==> src/hdl/cssu_pkg.sv <==
// Package for the compressor start/stop sequencer: payload structs, phase codes,
// register indexes and register reset values. No dependencies.
`timescale 1ns / 1ps
`default_nettype none
package cssu_pkg;

   localparam int CsrAddrWidth = 5;
   localparam int CsrDataWidth = 32;

   typedef enum logic [2:0] {
      REG_PRESS_TICKS       = 3'd0,
      REG_START_WAIT_TICKS  = 3'd1,
      REG_STOP_WAIT_TICKS   = 3'd2,
      REG_START_RETRY_LIMIT = 3'd3,
      REG_STOP_RETRY_LIMIT  = 3'd4,
      REG_VALVE_DRIVE_LEVEL = 3'd5
   } reg_index_type;

   localparam logic [15:0] PressTicksReset     = 16'd40;
   localparam logic [15:0] StartWaitTicksReset = 16'd100;
   localparam logic [15:0] StopWaitTicksReset  = 16'd6000;
   localparam logic [3:0]  StartRetryReset     = 4'd4;
   localparam logic [3:0]  StopRetryReset      = 4'd3;
   localparam logic [7:0]  ValveDriveReset     = 8'd150;

   typedef enum logic [3:0] {
      PHASE_OFF           = 4'd0,
      PHASE_ENERGIZED     = 4'd1,
      PHASE_PRESS_START   = 4'd2,
      PHASE_RELEASE_START = 4'd3,
      PHASE_DRYER_ON      = 4'd4,
      PHASE_WAIT_RELIEF   = 4'd5,
      PHASE_OPEN_VALVE    = 4'd6,
      PHASE_RUNNING       = 4'd7,
      PHASE_PRESS_STOP    = 4'd8,
      PHASE_RELEASE_STOP  = 4'd9,
      PHASE_CLOSE_VALVE   = 4'd10,
      PHASE_WAIT_STOPPED  = 4'd11,
      PHASE_STOP_FAULT    = 4'd12,
      PHASE_START_FAULT   = 4'd13
   } phase_type;

   typedef struct packed {
      logic powered;
      logic running;
      logic relief;
      logic closed_switch;
      logic open_switch;
      logic start_pulse;
      logic stop_pulse;
   } req_payload_type;

   typedef struct packed {
      logic [3:0] phase_code;
      logic       start_relay;
      logic       stop_relay;
      logic [7:0] motor_line_a;
      logic [7:0] motor_line_b;
      logic       valve_is_open;
      logic [7:0] user_total;
   } rsp_payload_type;

endpackage
`default_nettype wire

==> src/hdl/compressor_start_stop_sequencer_unit.sv <==
// Top level of the compressor start/stop sequencer: input register, phase logic,
// result register and APB-style register file. Depends on cssu_pkg.
`timescale 1ns / 1ps
`default_nettype none
// Each transaction is one tick of status inputs and yields exactly one result. The block
// takes one transaction per clock while results are taken. An accepted transaction is held in
// the input register; the phase logic then updates the sequencer state and loads the result
// register, a step that waits while a result is not yet taken. The input register lets
// a new transaction enter while a result still waits to be taken. The user must write
// registers only while the block is idle; the block itself does not enforce this.
module compressor_start_stop_sequencer_unit
   import cssu_pkg::*;
(
   input  wire logic                    clock,
   input  wire logic                    reset,
   input  wire logic                    req_valid,
   output logic                         req_ready,
   input  wire req_payload_type         req_payload,
   output logic                         rsp_valid,
   input  wire logic                    rsp_ready,
   output rsp_payload_type              rsp_payload,
   input  wire logic                    psel,
   input  wire logic                    penable,
   input  wire logic                    pwrite,
   input  wire logic [CsrAddrWidth-1:0] paddr,
   input  wire logic [CsrDataWidth-1:0] pwdata,
   output logic [CsrDataWidth-1:0]      prdata,
   output logic                         pready
);

   logic [15:0] press_ticks_ff;
   logic [15:0] start_wait_ff;
   logic [15:0] stop_wait_ff;
   logic [3:0]  start_limit_ff;
   logic [3:0]  stop_limit_ff;
   logic [7:0]  drive_level_ff;

   logic            in_valid_ff;
   req_payload_type in_data_ff;
   logic            out_valid_ff;
   rsp_payload_type out_data_ff;
   rsp_payload_type out_data_in;
   logic            out_free;
   logic            advance;

   phase_type   phase_ff, phase_in;
   logic [15:0] elapsed_ff, elapsed_in;
   logic [3:0]  retries_ff, retries_in;
   logic [7:0]  users_ff, users_in;
   logic        pending_ff, pending_in;
   logic        valve_open_ff, valve_open_in;
   logic        start_relay_ff, start_relay_in;
   logic        stop_relay_ff, stop_relay_in;
   logic [7:0]  line_a_ff, line_a_in;
   logic [7:0]  line_b_ff, line_b_in;

   reg_index_type csr_index;
   logic          csr_write;

   assign pready    = 1'b1;
   assign csr_index = reg_index_type'(paddr[CsrAddrWidth-1:2]);
   assign csr_write = psel && penable && pwrite;

   always_ff @(posedge clock) begin
      if (reset) begin
         press_ticks_ff <= PressTicksReset;
         start_wait_ff  <= StartWaitTicksReset;
         stop_wait_ff   <= StopWaitTicksReset;
         start_limit_ff <= StartRetryReset;
         stop_limit_ff  <= StopRetryReset;
         drive_level_ff <= ValveDriveReset;
      end else if (csr_write) begin
         case (csr_index)
            REG_PRESS_TICKS:       press_ticks_ff <= pwdata[15:0];
            REG_START_WAIT_TICKS:  start_wait_ff  <= pwdata[15:0];
            REG_STOP_WAIT_TICKS:   stop_wait_ff   <= pwdata[15:0];
            REG_START_RETRY_LIMIT: start_limit_ff <= pwdata[3:0];
            REG_STOP_RETRY_LIMIT:  stop_limit_ff  <= pwdata[3:0];
            REG_VALVE_DRIVE_LEVEL: drive_level_ff <= pwdata[7:0];
            default: ;
         endcase
      end
   end

   always_comb begin
      case (csr_index)
         REG_PRESS_TICKS:       prdata = {16'd0, press_ticks_ff};
         REG_START_WAIT_TICKS:  prdata = {16'd0, start_wait_ff};
         REG_STOP_WAIT_TICKS:   prdata = {16'd0, stop_wait_ff};
         REG_START_RETRY_LIMIT: prdata = {28'd0, start_limit_ff};
         REG_STOP_RETRY_LIMIT:  prdata = {28'd0, stop_limit_ff};
         REG_VALVE_DRIVE_LEVEL: prdata = {24'd0, drive_level_ff};
         default:               prdata = '0;
      endcase
   end

   assign out_free  = !out_valid_ff || rsp_ready;
   assign advance   = in_valid_ff && out_free;
   assign req_ready = !in_valid_ff || out_free;
   assign rsp_valid = out_valid_ff;
   assign rsp_payload = out_data_ff;

   always_ff @(posedge clock) begin
      if (reset) begin
         in_valid_ff  <= 1'b0;
         out_valid_ff <= 1'b0;
      end else begin
         if (req_ready) begin
            in_valid_ff <= req_valid;
         end
         if (out_free) begin
            out_valid_ff <= in_valid_ff;
         end
      end
   end

   always_ff @(posedge clock) begin
      if (req_valid && req_ready) begin
         in_data_ff <= req_payload;
      end
      if (advance) begin
         out_data_ff <= out_data_in;
      end
   end

   always_ff @(posedge clock) begin
      if (reset) begin
         phase_ff       <= PHASE_OFF;
         elapsed_ff     <= '0;
         retries_ff     <= '0;
         users_ff       <= '0;
         pending_ff     <= 1'b0;
         valve_open_ff  <= 1'b0;
         start_relay_ff <= 1'b0;
         stop_relay_ff  <= 1'b0;
         line_a_ff      <= '0;
         line_b_ff      <= '0;
      end else if (advance) begin
         phase_ff       <= phase_in;
         elapsed_ff     <= elapsed_in;
         retries_ff     <= retries_in;
         users_ff       <= users_in;
         pending_ff     <= pending_in;
         valve_open_ff  <= valve_open_in;
         start_relay_ff <= start_relay_in;
         stop_relay_ff  <= stop_relay_in;
         line_a_ff      <= line_a_in;
         line_b_ff      <= line_b_in;
      end
   end

   always_comb begin
      logic [15:0] tick;
      logic [7:0]  joined;
      tick           = (elapsed_ff == 16'hFFFF) ? elapsed_ff : elapsed_ff + 16'd1;
      phase_in       = phase_ff;
      elapsed_in     = tick;
      retries_in     = retries_ff;
      users_in       = users_ff;
      pending_in     = pending_ff || (in_data_ff.start_pulse && phase_ff != PHASE_RUNNING);
      valve_open_in  = valve_open_ff;
      start_relay_in = start_relay_ff;
      stop_relay_in  = stop_relay_ff;
      line_a_in      = line_a_ff;
      line_b_in      = line_b_ff;
      joined         = users_ff;

      case (phase_ff)
         PHASE_OFF, PHASE_CLOSE_VALVE: begin
            if (in_data_ff.closed_switch) begin
               line_a_in = drive_level_ff;
               line_b_in = '0;
            end else begin
               line_a_in     = '0;
               line_b_in     = '0;
               valve_open_in = 1'b0;
            end
            if (phase_ff == PHASE_OFF) begin
               if (!valve_open_in && in_data_ff.powered) begin
                  phase_in = PHASE_ENERGIZED;
               end
            end else if (!valve_open_in) begin
               phase_in = PHASE_WAIT_STOPPED;
            end
         end
         PHASE_ENERGIZED: begin
            retries_in = '0;
            if (pending_in) begin
               phase_in = PHASE_PRESS_START;
            end
         end
         PHASE_PRESS_START: begin
            pending_in     = 1'b0;
            start_relay_in = 1'b1;
            if (tick >= press_ticks_ff) begin
               phase_in = PHASE_RELEASE_START;
            end
         end
         PHASE_RELEASE_START: begin
            start_relay_in = 1'b0;
            if (in_data_ff.running) begin
               retries_in = '0;
               users_in   = 8'd1;
               phase_in   = PHASE_DRYER_ON;
            end else if (tick >= start_wait_ff) begin
               if (retries_ff < start_limit_ff) begin
                  retries_in = retries_ff + 4'd1;
                  phase_in   = PHASE_PRESS_START;
               end else begin
                  phase_in = PHASE_START_FAULT;
               end
            end
         end
         PHASE_DRYER_ON: begin
            phase_in = PHASE_WAIT_RELIEF;
         end
         PHASE_WAIT_RELIEF: begin
            if (in_data_ff.relief) begin
               phase_in = PHASE_OPEN_VALVE;
            end
         end
         PHASE_OPEN_VALVE: begin
            if (in_data_ff.open_switch) begin
               line_a_in = '0;
               line_b_in = drive_level_ff;
            end else begin
               line_a_in     = '0;
               line_b_in     = '0;
               valve_open_in = 1'b1;
            end
            if (valve_open_in) begin
               phase_in = PHASE_RUNNING;
            end
         end
         PHASE_RUNNING: begin
            if (in_data_ff.start_pulse && users_ff != 8'hFF) begin
               joined = users_ff + 8'd1;
            end
            users_in = joined;
            if (in_data_ff.stop_pulse && joined != 8'd0) begin
               users_in = joined - 8'd1;
            end
            if (users_in == 8'd0) begin
               phase_in = PHASE_PRESS_STOP;
            end
         end
         PHASE_PRESS_STOP: begin
            pending_in    = 1'b0;
            stop_relay_in = 1'b1;
            if (tick >= press_ticks_ff) begin
               phase_in = PHASE_RELEASE_STOP;
            end
         end
         PHASE_RELEASE_STOP: begin
            stop_relay_in = 1'b0;
            phase_in      = PHASE_CLOSE_VALVE;
         end
         PHASE_WAIT_STOPPED: begin
            if (!in_data_ff.running) begin
               retries_in = '0;
               phase_in   = PHASE_ENERGIZED;
            end else if (tick >= stop_wait_ff) begin
               if (retries_ff < stop_limit_ff) begin
                  retries_in = retries_ff + 4'd1;
                  phase_in   = PHASE_PRESS_STOP;
               end else begin
                  phase_in = PHASE_STOP_FAULT;
               end
            end
         end
         default: ;
      endcase

      if (phase_in != phase_ff) begin
         elapsed_in = '0;
      end

      out_data_in.phase_code    = phase_in;
      out_data_in.start_relay   = start_relay_in;
      out_data_in.stop_relay    = stop_relay_in;
      out_data_in.motor_line_a  = line_a_in;
      out_data_in.motor_line_b  = line_b_in;
      out_data_in.valve_is_open = valve_open_in;
      out_data_in.user_total    = users_in;
   end

   motor_lines_exclusive: assert property (@(posedge clock) disable iff (reset)
      line_a_ff == 8'd0 || line_b_ff == 8'd0)
      else $error("Both valve motor lines are driven.");

   relays_exclusive: assert property (@(posedge clock) disable iff (reset)
      !(start_relay_ff && stop_relay_ff))
      else $error("Start and stop relays are pressed together.");

   running_has_users: assert property (@(posedge clock) disable iff (reset)
      phase_ff == PHASE_RUNNING |-> users_ff != 8'd0)
      else $error("Running phase with no users.");

   fault_holds: assert property (@(posedge clock) disable iff (reset)
      (phase_ff == PHASE_STOP_FAULT || phase_ff == PHASE_START_FAULT) |=>
      phase_ff == $past(phase_ff))
      else $error("A fault phase was left without reset.");

   result_follows_advance: assert property (@(posedge clock) disable iff (reset)
      advance |=> rsp_valid && rsp_payload.phase_code == phase_ff)
      else $error("Result register does not match the sequencer phase.");

endmodule
`default_nettype wire
==> config.mk <==
export PLATFORM = sky130hd
export DESIGN_NAME = compressor_start_stop_sequencer_unit
export DESIGN_NICKNAME = d
export VERILOG_FILES = /design/src/hdl/cssu_pkg.sv /design/src/hdl/compressor_start_stop_sequencer_unit.sv
export SDC_FILE = /design/constraint.sdc
export NUM_CORES = 1
export LEC_CHECK = 0
export BUFFER_PORTS_ARGS = -buffer_cell sky130_fd_sc_hd__buf_4
export CORE_MARGIN = 2
export CORE_UTILIZATION = 35
export CTS_BUF_LIST = sky130_fd_sc_hd__clkbuf_8 sky130_fd_sc_hd__clkbuf_16
export CTS_CLUSTER_SIZE = 14
export DETAILED_ROUTE_END_ITERATION = 10
export GPL_TIMING_DRIVEN = 0
export MAX_ROUTING_LAYER = met4
export REMOVE_ABC_BUFFERS = 1
export SLEW_MARGIN = 20
export SYNTH_ARGS = -nofsm -noshare
export SYNTH_HDL_FRONTEND = slang
export SYNTH_SLANG_ARGS = --single-unit
==> constraint.sdc <==
create_clock -name clock -period 5.9 [get_ports clock]
set_input_delay 1.18 -clock clock [delete_from_list [all_inputs] [get_ports clock]]
set_output_delay 1.18 -clock clock [all_outputs]
set_load 0.05 [all_outputs]
==> results of run 1 <==
registers in the layout, indices dropped and copies added, names as in the netlist, 7 cells and up:
register        cells
start_wait_ff      16
line_a_ff           8
line_b_ff           8
in_data_ff          7
rsp_payload        31
press_ticks_ff     16
stop_wait_ff       16
drive_level_ff      8
users_ff            8
elapsed_ff         16
per-layer routing:
metal	vias to the layer above	part of all wire, %	global-route usage, %	wire length, µm
met5	-	0	-	0
li1	3957	-	-	-
met1	3569	49	23.6	11300
met2	196	45	26.5	10400
met3	37	4.6	2.73	1070
met4	0	2.0	5.25	476
worst min path at each step:
stage                                  end  slack (ns)  depth (start not counted)
after floorplan           start_wait_ff[3]        0.43                          2
after global placement        line_b_ff[7]        0.44                          2
after detailed placement      line_b_ff[4]        0.45                          2
after CTS                     line_b_ff[4]        0.46                          2
after global routing          line_b_ff[3]        0.48                          2
final                         line_b_ff[5]        0.46                          2
cell type report:
cell class	instances	area (µm²)	share of cell area (%)
inverters	65	246	2.34
repair buffers	85	669	6.36
clock buffers	17	425	4.04
flip-flops and latches	156	3500	33.3
well taps	335	419	3.98
multi-input cells	829	5070	48.2
clock inverters	15	193	1.83
stage by stage:
stage / cells / cell area, µm²
floorplan: 1050 / 8800
global placement: 1466 / 9830
detailed placement: 1470 / 9910
CTS: 1502 / 10500
global route: 1502 / 10500
finish: 1502 / 10500
critical path: stages (launching register included):
cell      delay, ns
dfxtp_1        0.36
and4_1         0.25
and4_1         0.24
and4_2         0.27
nand2b_1       0.28
and3_1         0.25
nand4_1        0.12
xnor2_1        0.44
ha_1           0.34
a22o_1         0.23
o41ai_1        0.38
a221oi_1       0.17
o21ai_0        0.52
a2111o_1       0.30
o311ai_0       0.22
a21oi_4        0.56
nand3_1        0.14
a21oi_1        0.18
layout by cell type (no fill, tap or decap), types with 9 or more instances in the layout:
cell         n
nand2_1    202
clkbuf_16   17
nand3_1     28
nand2b_1    12
and3_1       9
nand4_1     14
buf_4       82
a21oi_1    115
a22o_1      22
a21oi_2     11
nor2_1      87
conb_1      17
xnor2_1     11
mux2i_1     32
o211ai_1    16
edfxtp_1    38
nor3_1      15
inv_1       64
nor2b_1     10
ha_1        58
and2_1      10
dfxtp_1    118
o21ai_0     37
cells by family (layout without fill, tap and decap cells):
group	count (synthesis)	in the layout	synth area share [%]
AOI/OAI and AO/OA	274	274	19.2
xor gates and xnor gates	18	18	1.70
adders and majority gates	58	58	7.84
buffers and inverters	150	182	8.14
DFF	156	156	37.8
muxes	37	37	4.19
other	2	17	0.0811
and+or+nand+nor	425	425	21.0
power by group:
part	internal, W	switching [W]
registers	0.00112	0.0000269
logic	0.0000954	0.000224
clock network	0.000614	0.000525
total	0.00183	0.000775
==> run summary, run 1 <==
Across the run, the number of max-cap violations was 0. The floorplan has 59 rows. The cell taking the most area after synthesis was dfxtp_1. The tools report the final setup skew as 0.0119 ns. The worst slew slack as a fraction of its limit was 39.8%. Slack of the worst reg-to-reg path: 0.55 ns. Prior to clock tree synthesis, the placed netlist has a worst setup slack of 0.585 ns.

Global routing finished with a remaining overflow of 0. The routed layout has 7759 vias. After synthesis, the share of flip-flops with an asynchronous set or reset is 0%. Detailed placement ended at an HPWL of 16500 µm. Entering global routing, the biggest net connects 105 pins. The antenna diode count came out at 0. Core occupancy in the finished layout: 40.5%. The synthesized design contains 156 register bits. STA puts the critical path data required time at 6.25 ns. Setup repair after global routing left no endpoint under its margin. For the global-route wire length before repair, the log shows 37900 µm.

After clock tree synthesis, the repair step resized 0 gates. The warning count from the yosys run is 0. Buffers added to address setup during post-CTS repair amount to 0. In this run the critical register-to-register path is launched from elapsed_ff[6].

The tightest min-delay check is of the flop to flop type. Power comes to 0.00260 W. At the pin with the least slew margin, the transition time is 0.899 ns. The top-area cell type share of the netlist area was 25.5%; the number of antenna violations at the first check in global routing was 0. The run gives 156 as the number of clock sinks. For the total setup violations reported at the end of the flow, the log shows 0. Routability-driven placement finished with a final weighted congestion of 0.837. The tightest hold path in the finished design has a slack of 0.458 ns. The prevailing post-synth register cell was dfxtp_1.

Relative to the synthesized area, the layout overhead comes to 13.7%. TritonCTS built the clock tree. For this run, design rule violations remaining after detail routing come to 0. The overall global routing resource usage is 17.3%. The worst path meets setup with 0.546 ns of slack.

Category of the worst setup path capture point: a flop. Number of hold violations in the final report: 0. The run finished with clean final reports.

The detail-routed via count per cell came out at 5.17. The detailed-route wire length per cell is 15.5 µm, and the CTS buffer count is 17. In this run the worst setup path terminates at elapsed_ff[1]. For the number of top-level pins, the log shows 117.

In the post-synthesis netlist, the cell with the most instances is nand2_1. In this run the remaining antenna-violating nets after routing total 0. The endpoint identified for the worst register-to-register timing path is elapsed_ff[1].

For this configuration, the core starts out at a cell density of 35.6%. Averaged over all synthesized cells, the footprint is 8.26 µm². The minimum clock period after layout works out to 5.35 ns. The data arrival time of the critical path is 5.70 ns. The die area came out at 0.0278 mm². In the final layout, the share of cells above drive strength 1 is 14.1%. For the post-layout net count, the log shows 1263. In this run the power density over the cells is 247 mW/mm². The quantity of hold-fixing buffers added after cts is 0, and the static power due to leakage is 4.08 nW. Start point of the worst min-delay path: line_b_ff[5].

For this run, the register share of the synthesized area comes to 37.8%. In this run the cell area of the synthesized design comes to 0.00926 mm². The final setup TNS is 0 ns, and the area of the core region is 0.0260 mm².

The tools report the via count of the first global-routing pass as 7097. During placement, the flow inserted port buffers numbering 81. For the final-report max-slew violation count, the log shows 0.

The timing-limited maximum frequency is 0.187 GHz. Measured in cells, the most critical reg-to-reg path has a length of 17. The post-CTS clock slew at the launch and capture registers of the worst setup and hold paths is 0.07 ns, and the source-to-sink clock delay at the later pin of the worst-skew pair is 0.43 ns.

The chip width is 167 µm, and the critical-path maximum fanout is 16. The number of enable flip-flop cells after synthesis was 38. The first detailed-routing pass ran for 6 iterations. The gate count of the mapped netlist was 1120. The run gives 4 as the depth of the CTS H-tree. For the number of buffers between clock root and the deepest sink, the log shows 2. After filler insertion, the fill cell instance count of the layout stands at 2618. After detailed routing, the total wire length is 23300 µm.

The portion of the clock cycle consumed by the worst path in the final layout is 90.7%. STA classifies the critical path startpoint as a flop. After synthesis, the most frequently instantiated cells are nand2_1 (202), dfxtp_1 (118), a21oi_1 (115). CTS placed an instance of clkbuf_16 at the clock tree root.

Ranked by total cell area, the synthesized netlist is headed by dfxtp_1 (26%), edfxtp_1 (12%), nand2_1 (8.2%), ha_1 (7.8%), a21oi_1 (6.2%). The die is 167 µm tall. The critical path starts at elapsed_ff[6]. The maximum VDD drop was 0.000139 V.

For the number of distinct library cells after synthesis, the log shows 81. The worst setup path is of the flop to flop kind. The tools report the number of design-rule violations left by the first detailed-router iteration as 501.
Power figures use the tool's default switching activity.
==> run 2: changes to the inputs <==
--- a/config.mk
+++ b/config.mk
@@ -6,6 +6,7 @@
 export NUM_CORES = 1
 export LEC_CHECK = 0
 export BUFFER_PORTS_ARGS = -buffer_cell sky130_fd_sc_hd__buf_4
+export CORE_ASPECT_RATIO = 2
 export CORE_MARGIN = 2
 export CORE_UTILIZATION = 35
 export CTS_BUF_LIST = sky130_fd_sc_hd__clkbuf_8 sky130_fd_sc_hd__clkbuf_16
==> run summary, run 2 (synthesis results as in run 1) <==
Entering global routing, the biggest net connects 105 pins. The library cell contributing the largest single delay on the critical path was o41ai_1. The HPWL after detailed placement is 18800 µm. The layout has 2640 filler cells. The number of port buffers is 81, and the number of antenna violations at the first check in global routing is 0. Category of the worst setup path capture point: a flop.

The final setup TNS is 0 ns, and the count of cells along the worst register-to-register path is 17. Across the whole layout, storage elements account for 0.00350 mm². Final-report max-slew violation count: 0. The detailed router finished its first iteration with 398 violations.

The total setup violations reported at the end of the flow came out at 0. The depth of the CTS H-tree was 4; the area overhead of the layout relative to synthesis was 14.2%. The number of antenna diodes in the final layout is 0. The share of post-route cells with drive strength above 1 came out at 14.0%.

Traced cell by cell, the critical path runs through and4_1 -> and4_1 -> and4_2 -> nand2b_1 -> and3_1 -> nand4_1 -> xnor2_1 -> ha_1 -> a22o_1 -> o41ai_1 -> a21oi_1 -> o2111ai_1 -> nor2_1 -> o311ai_0 -> a21oi_4 -> nand3_1 -> a21oi_1. The number of hold violations in the final report is 0. After detailed routing, the number of vias per cell comes to 5.26. Between clock sinks in the finished design, the worst skew comes to 0.0114 ns.

In this run, placement finished with an instance count of 1480. The clock reaches the later pin of the worst-skew pair after 0.44 ns. After clock tree synthesis, the clock-pin slew on the worst setup and hold paths is 0.06 ns. The floorplan step defined a die boundary enclosing 0.0278 mm². The tools report the initial standard-cell utilization of the core as 35.4%. Root cell of the clock tree: clkbuf_16. In the final design database the tool counted 1264 nets.

The tools report the via count of the first global-routing pass as 7725. In this run the core area contains 84 standard-cell rows. The number of max-capacitance violations reported was 0; the portion of the clock cycle consumed by the worst path in the final layout was 93.7%. Measured along the x axis, the die boundary spans 119 µm.

The delay contributed by the slowest stage of the critical path was 0.74 ns. The logs give 0.181 GHz for the timing-limited maximum frequency and 6.18 ns for the data required time at the worst endpoint. For the multi-input combinational cell area, the log shows 0.00508 mm². After detailed routing, the average wire length per cell comes to 16.7 µm.

Before antenna repair, the detailed router went through 5 iterations. In the global route stage, overall resource usage came out at 19.0%. The run finished with clean final reports. For the total number of vias, the log shows 7950.

Type of the tightest min-delay check: flop to flop. The critical-path maximum fanout is 16. The static power due to leakage was 4.11 nW. The detail route stage leaves a number of antenna-violating nets equal to 0. The area of the core region was 0.0262 mm²; the core occupancy in the finished layout was 40.4%.

Number of buffers inserted by post-CTS setup repair: 0. Counting both buffers and inverters, the worst setup path holds a total of 0. In this run, post-CTS repair resized a total of 0 instances. The CTS buffer count came out at 17. For the pin with the worst max-slew slack, the measured transition is 1.19 ns. The count of placed standard cells in the final layout, fillers left out is 1512, and the flip-flop count of the largest register, all copies and words added is 31. After layout, the design draws a total of 0.00263 W.

117 I/O pins were placed. The clock passes through at most 2 buffers. Power spread over the standard cell area amounts to 249 mW/mm². For the DRC violation count after routing, the log shows 0. Setup repair after global routing left no endpoint under its margin. The routed design has 25300 µm of wire. The class of the most critical setup path is flop to flop. The worst-case IR drop observed on VDD is 0.000204 V.

The number of clock sinks was 156. The minimum clock period after layout came out at 5.53 ns. Leaving out fill and tap cells, the most frequent cell in the layout is nand2_1. Routability-driven placement finished with a final weighted congestion of 0.886.

In this design, the largest share of critical-path delay is due to compound AO/OA/AOI/OAI gates. The critical path crosses 17 cells after its start point. The tools report the total overflow reported by the global router as 0.

Leaving out fill and tap cells, the most frequent cells in the layout are nand2_1 (202), dfxtp_1 (118), a21oi_1 (115). Height of the die: 234 µm. TritonCTS built the clock tree. Data arrival time of the critical path: 5.81 ns. In this run, post-CTS hold repair placed 0 buffers.

The worst hold path passes through 2 cells. The category of the worst setup path launch point is a flop. Measured against its own limit, the worst slew margin works out to 20.3%.

For the global-route wire length before repair, the log shows 39900 µm.
run 2: stage by stage:
| step | worst slack (ns) | instance area (µm²) | hold WS, ns |
|---|---|---|---|
| 5_1_grt | 0.113 | 10600 | 0.472 |
| 4_1_cts | 0.310 | 10600 | 0.456 |
| 3_5_place_dp | 0.319 | 9930 | 0.447 |
| 3_3_place_gp | 0.0231 | 9840 | 0.442 |
| 6_report | 0.369 | 10600 | 0.458 |
| 2_1_floorplan | 1.58 | 8800 | 0.430 |
run 2: power by group:
group	switching (W)	total, W	leakage [nW]	internal, W
clock network	0.000458	0.00116	0.320	0.000702
logic	0.000228	0.000324	2.46	0.0000957
registers	0.0000271	0.00115	1.33	0.00112
run 2: cell type report:
cell class                      instances  area share (%)
Clock inverter                          9           0.758
Inverter                               65            2.33
Clock buffer                           23            5.23
Timing Repair Buffer                   86            6.37
Sequential cell                       156            33.1
Tap cell                              344            4.07
Multi-Input combinational cell        829            48.1
run 2: path summary, 6_finish.rpt:
path	endpoint	slack, ns	from
setup reg to reg	elapsed_ff[7]	0.37	elapsed_ff[6]
hold / removal	line_a_ff[7]	0.46	line_a_ff[7]
setup / recovery	elapsed_ff[7]	0.37	elapsed_ff[6]
hold reg to reg	line_a_ff[7]	0.46	line_a_ff[7]
run 2: routing by layer:
metal	track usage [%]	vias to the layer above	part of all wire [%]
met2	34.6	180	54
met3	3.31	76	2.9
li1	-	3947	-
met1	17.8	3747	37
met4	13.5	0	7.0
met5	-	-	0
run 2: worst register-to-register path, delay by kind of cell (launching register included):
kind	cells	cell delay, ns
and+or+nand+nor	8	1.77
adders and majority gates	1	0.33
xor gates and xnor gates	1	0.41
DFF	1	0.36
AOI/OAI and AO/OA	7	2.52
==> run 3: changes to the inputs <==
--- a/config.mk
+++ b/config.mk
@@ -6,7 +6,7 @@
 export NUM_CORES = 1
 export LEC_CHECK = 0
 export BUFFER_PORTS_ARGS = -buffer_cell sky130_fd_sc_hd__buf_4
-export CORE_ASPECT_RATIO = 2
+export CORE_ASPECT_RATIO = 1.1
 export CORE_MARGIN = 2
 export CORE_UTILIZATION = 35
 export CTS_BUF_LIST = sky130_fd_sc_hd__clkbuf_8 sky130_fd_sc_hd__clkbuf_16
==> run summary, run 3 (synthesis results as in run 1) <==
The clock reaches the later pin of the worst-skew pair after 0.43 ns. The portion of the clock cycle consumed by the worst path in the final layout was 89.9%. Along the worst path, the maximum fanout reaches 16.

The tools report the final-report max-slew violation count as 0. The area overhead of the layout relative to synthesis was 14.2%. Class of the most critical setup path: flop to flop. The overall global routing resource usage is 17.9%. The type of the tightest min-delay check is flop to flop. In this run the post-CTS setup repair buffer count came out at 0. The height of the die came out at 175 µm. Traced cell by cell, the critical path runs through and4_1 -> and4_1 -> and4_2 -> nand2b_1 -> and3_1 -> nand4_1 -> xnor2_1 -> ha_1 -> a22o_1 -> o41ai_1 -> a221oi_1 -> o21ai_0 -> a2111o_1 -> o311ai_0 -> a21oi_4 -> nand3_1 -> a21oi_1.

After global routing, the most crowded layer is met2. The logs give 7369 for the via count of the first global-routing pass and 39100 µm for the global-route wire length before repair. The run gives 2 as the number of buffers between clock root and the deepest sink. The register with the most flip-flops in the layout has 31 of them. The run gives 23.5% as the met1 routing resource usage after global routing. The minimum clock period after layout is 5.30 ns. The clock net in this run drives a total of 156 sinks. Dividing the detail-routed via count by the number of cells gives 5.18. After clock tree synthesis, the clock-pin slew on the worst setup and hold paths is 0.08 ns. In the final routed layout, each cell accounts on average for 15.8 µm.

The share of post-route cells with drive strength above 1 works out to 14.1%. The tools report the post-CTS resize count as 0. The run gives 0.189 GHz as the timing-limited maximum frequency.

The slowest stage of the critical path belongs to the cell a21oi_4. The run gives 0.598 ns as the setup slack after layout. Together, buffers and inverters on the worst path number 0.

Max-cap violations in this run came to 0. The total overflow left after global routing is 0. After detailed routing, the number of remaining DRC violations is 0. The tools report the number of rows in the core area as 62.

The number of antenna violations at the first check in global routing came out at 0. The library cell used most frequently in the layout, excluding fill and tap cells, is nand2_1. The quantity of hold-fixing buffers added after cts is 0. The flow ran to the end, and the final reports show no timing, DRC or antenna violations.

The run gives 16900 µm as the half-perimeter wire length after placement. The placer's final routability congestion estimate came out at 0.847. Setup repair after global routing left no endpoint under its margin. The initial standard-cell utilization of the core was 35.5%; the maximum VDD drop was 0.000159 V. In this run the remaining antenna-violating nets after routing total 0. In this design, the critical path's most frequently occurring cell is and4_1. Entering global routing, the biggest net connects 105 pins. The library cells used most frequently in the layout, excluding fill and tap cells, are nand2_1 (202), dfxtp_1 (118), a21oi_1 (115).

At the pin with the least slew margin, the transition time is 1.02 ns. The run gives 4 as the depth of the CTS H-tree. The run gives 5 as the number of optimization iterations in the first detailed-route pass. On the critical path the largest part of the delay comes from compound AO/OA/AOI/OAI gates. The data arrival time of the critical path came out at 5.66 ns.

TritonCTS built the clock tree. For the number of top-level pins, the log shows 117. For met2 alone, demand over resource in global routing was 28.2%. The worst pin sits at a relative slew slack of 31.7%. The routed layout has 7871 vias. The CTS buffer count came out at 17.

0 antenna diodes ended up in the layout. Clock tree synthesis selected as its root buffer the cell clkbuf_16. Pre-CTS setup slack: 0.554 ns. The number of hold violations in the final report was 0; the total wirelength of the detailed-routed design was 24000 µm. The power density of the placed cells is 247 mW/mm², and the total setup violations reported at the end of the flow is 0. For this run, the slowest stage of the critical path takes 0.57 ns. The category of the worst setup path capture point is a flop. In the final design database the tool counted 1264 nets. The total area inside the core boundary comes to 0.0261 mm². The data required time at the worst endpoint came out at 6.25 ns. For this design the static power due to leakage is 4.08 nW. The number of port buffers is 81. The tools report the final setup TNS as 0 ns.

For the global routing met3 resource utilization, the log shows 2.77%. The floorplan step defined a die boundary enclosing 0.0278 mm². The worst setup path is launched from a flop. The final setup skew is 0.0138 ns.

The die is 159 µm wide. The number of design-rule violations left by the first detailed-router iteration was 612.
==> run 3: cell count changes in the layout (fill, tap and decap cells not counted), sizes merged <==
cell,previous run,this run
clkbuf,23,17
clkinv,3,8
inv,69,72
bufinv,1,0
clkinvlp,1,0
==> run 3: cell type report <==
class | count | area [µm²]
Multi-Input combinational cell | 829 | 5070
Sequential cell | 156 | 3500
Timing Repair Buffer | 86 | 689
Inverter | 65 | 246
Clock buffer | 17 | 425
Fill cell | 2655 | 15500
Tap cell | 352 | 440
Clock inverter | 15 | 191
==> run 3: stage by stage <==
step	total power [W]	utilization, %	std cells	hold WS, ns	instance area [µm²]
detailed placement	0.00149	38.2	1488	0.447	9950
CTS	0.00263	40.5	1520	0.457	10600
finish	0.00261	40.5	1520	0.457	10600
floorplan	0.00137	-	1050	0.430	8800
global route	0.00270	40.5	1520	0.482	10600
global placement	0.00149	37.8	1483	0.442	9850
==> run 3: power breakdown <==
part	internal (W)	switching (W)
clock network	0.000580	0.000559
logic	0.0000971	0.000225
registers	0.00112	0.0000267
total	0.00180	0.000811
==> run 3: metal layers <==
metal	vias to the layer above	part of all wire (%)
met1	3686	47
met3	39	4.6
met5	-	0
met4	0	2.2
met2	200	47
li1	3946	-
==> run 3: worst min-delay path, delay by kind of cell (launching register included) <==
family             cells  cell delay, ns
AOI/OAI and AO/OA      1            0.05
and+or+nand+nor        1            0.05
DFF                    1            0.31
==> run 3: final timing paths <==
path	startpoint	to	slack [ns]	cells after the start
worst max register to register	elapsed_ff[6]	elapsed_ff[11]	0.60	17
worst max-delay path	elapsed_ff[6]	elapsed_ff[11]	0.60	17
worst min register to register	start_wait_ff[3]	start_wait_ff[3]	0.46	2
worst min-delay path	start_wait_ff[3]	start_wait_ff[3]	0.46	2
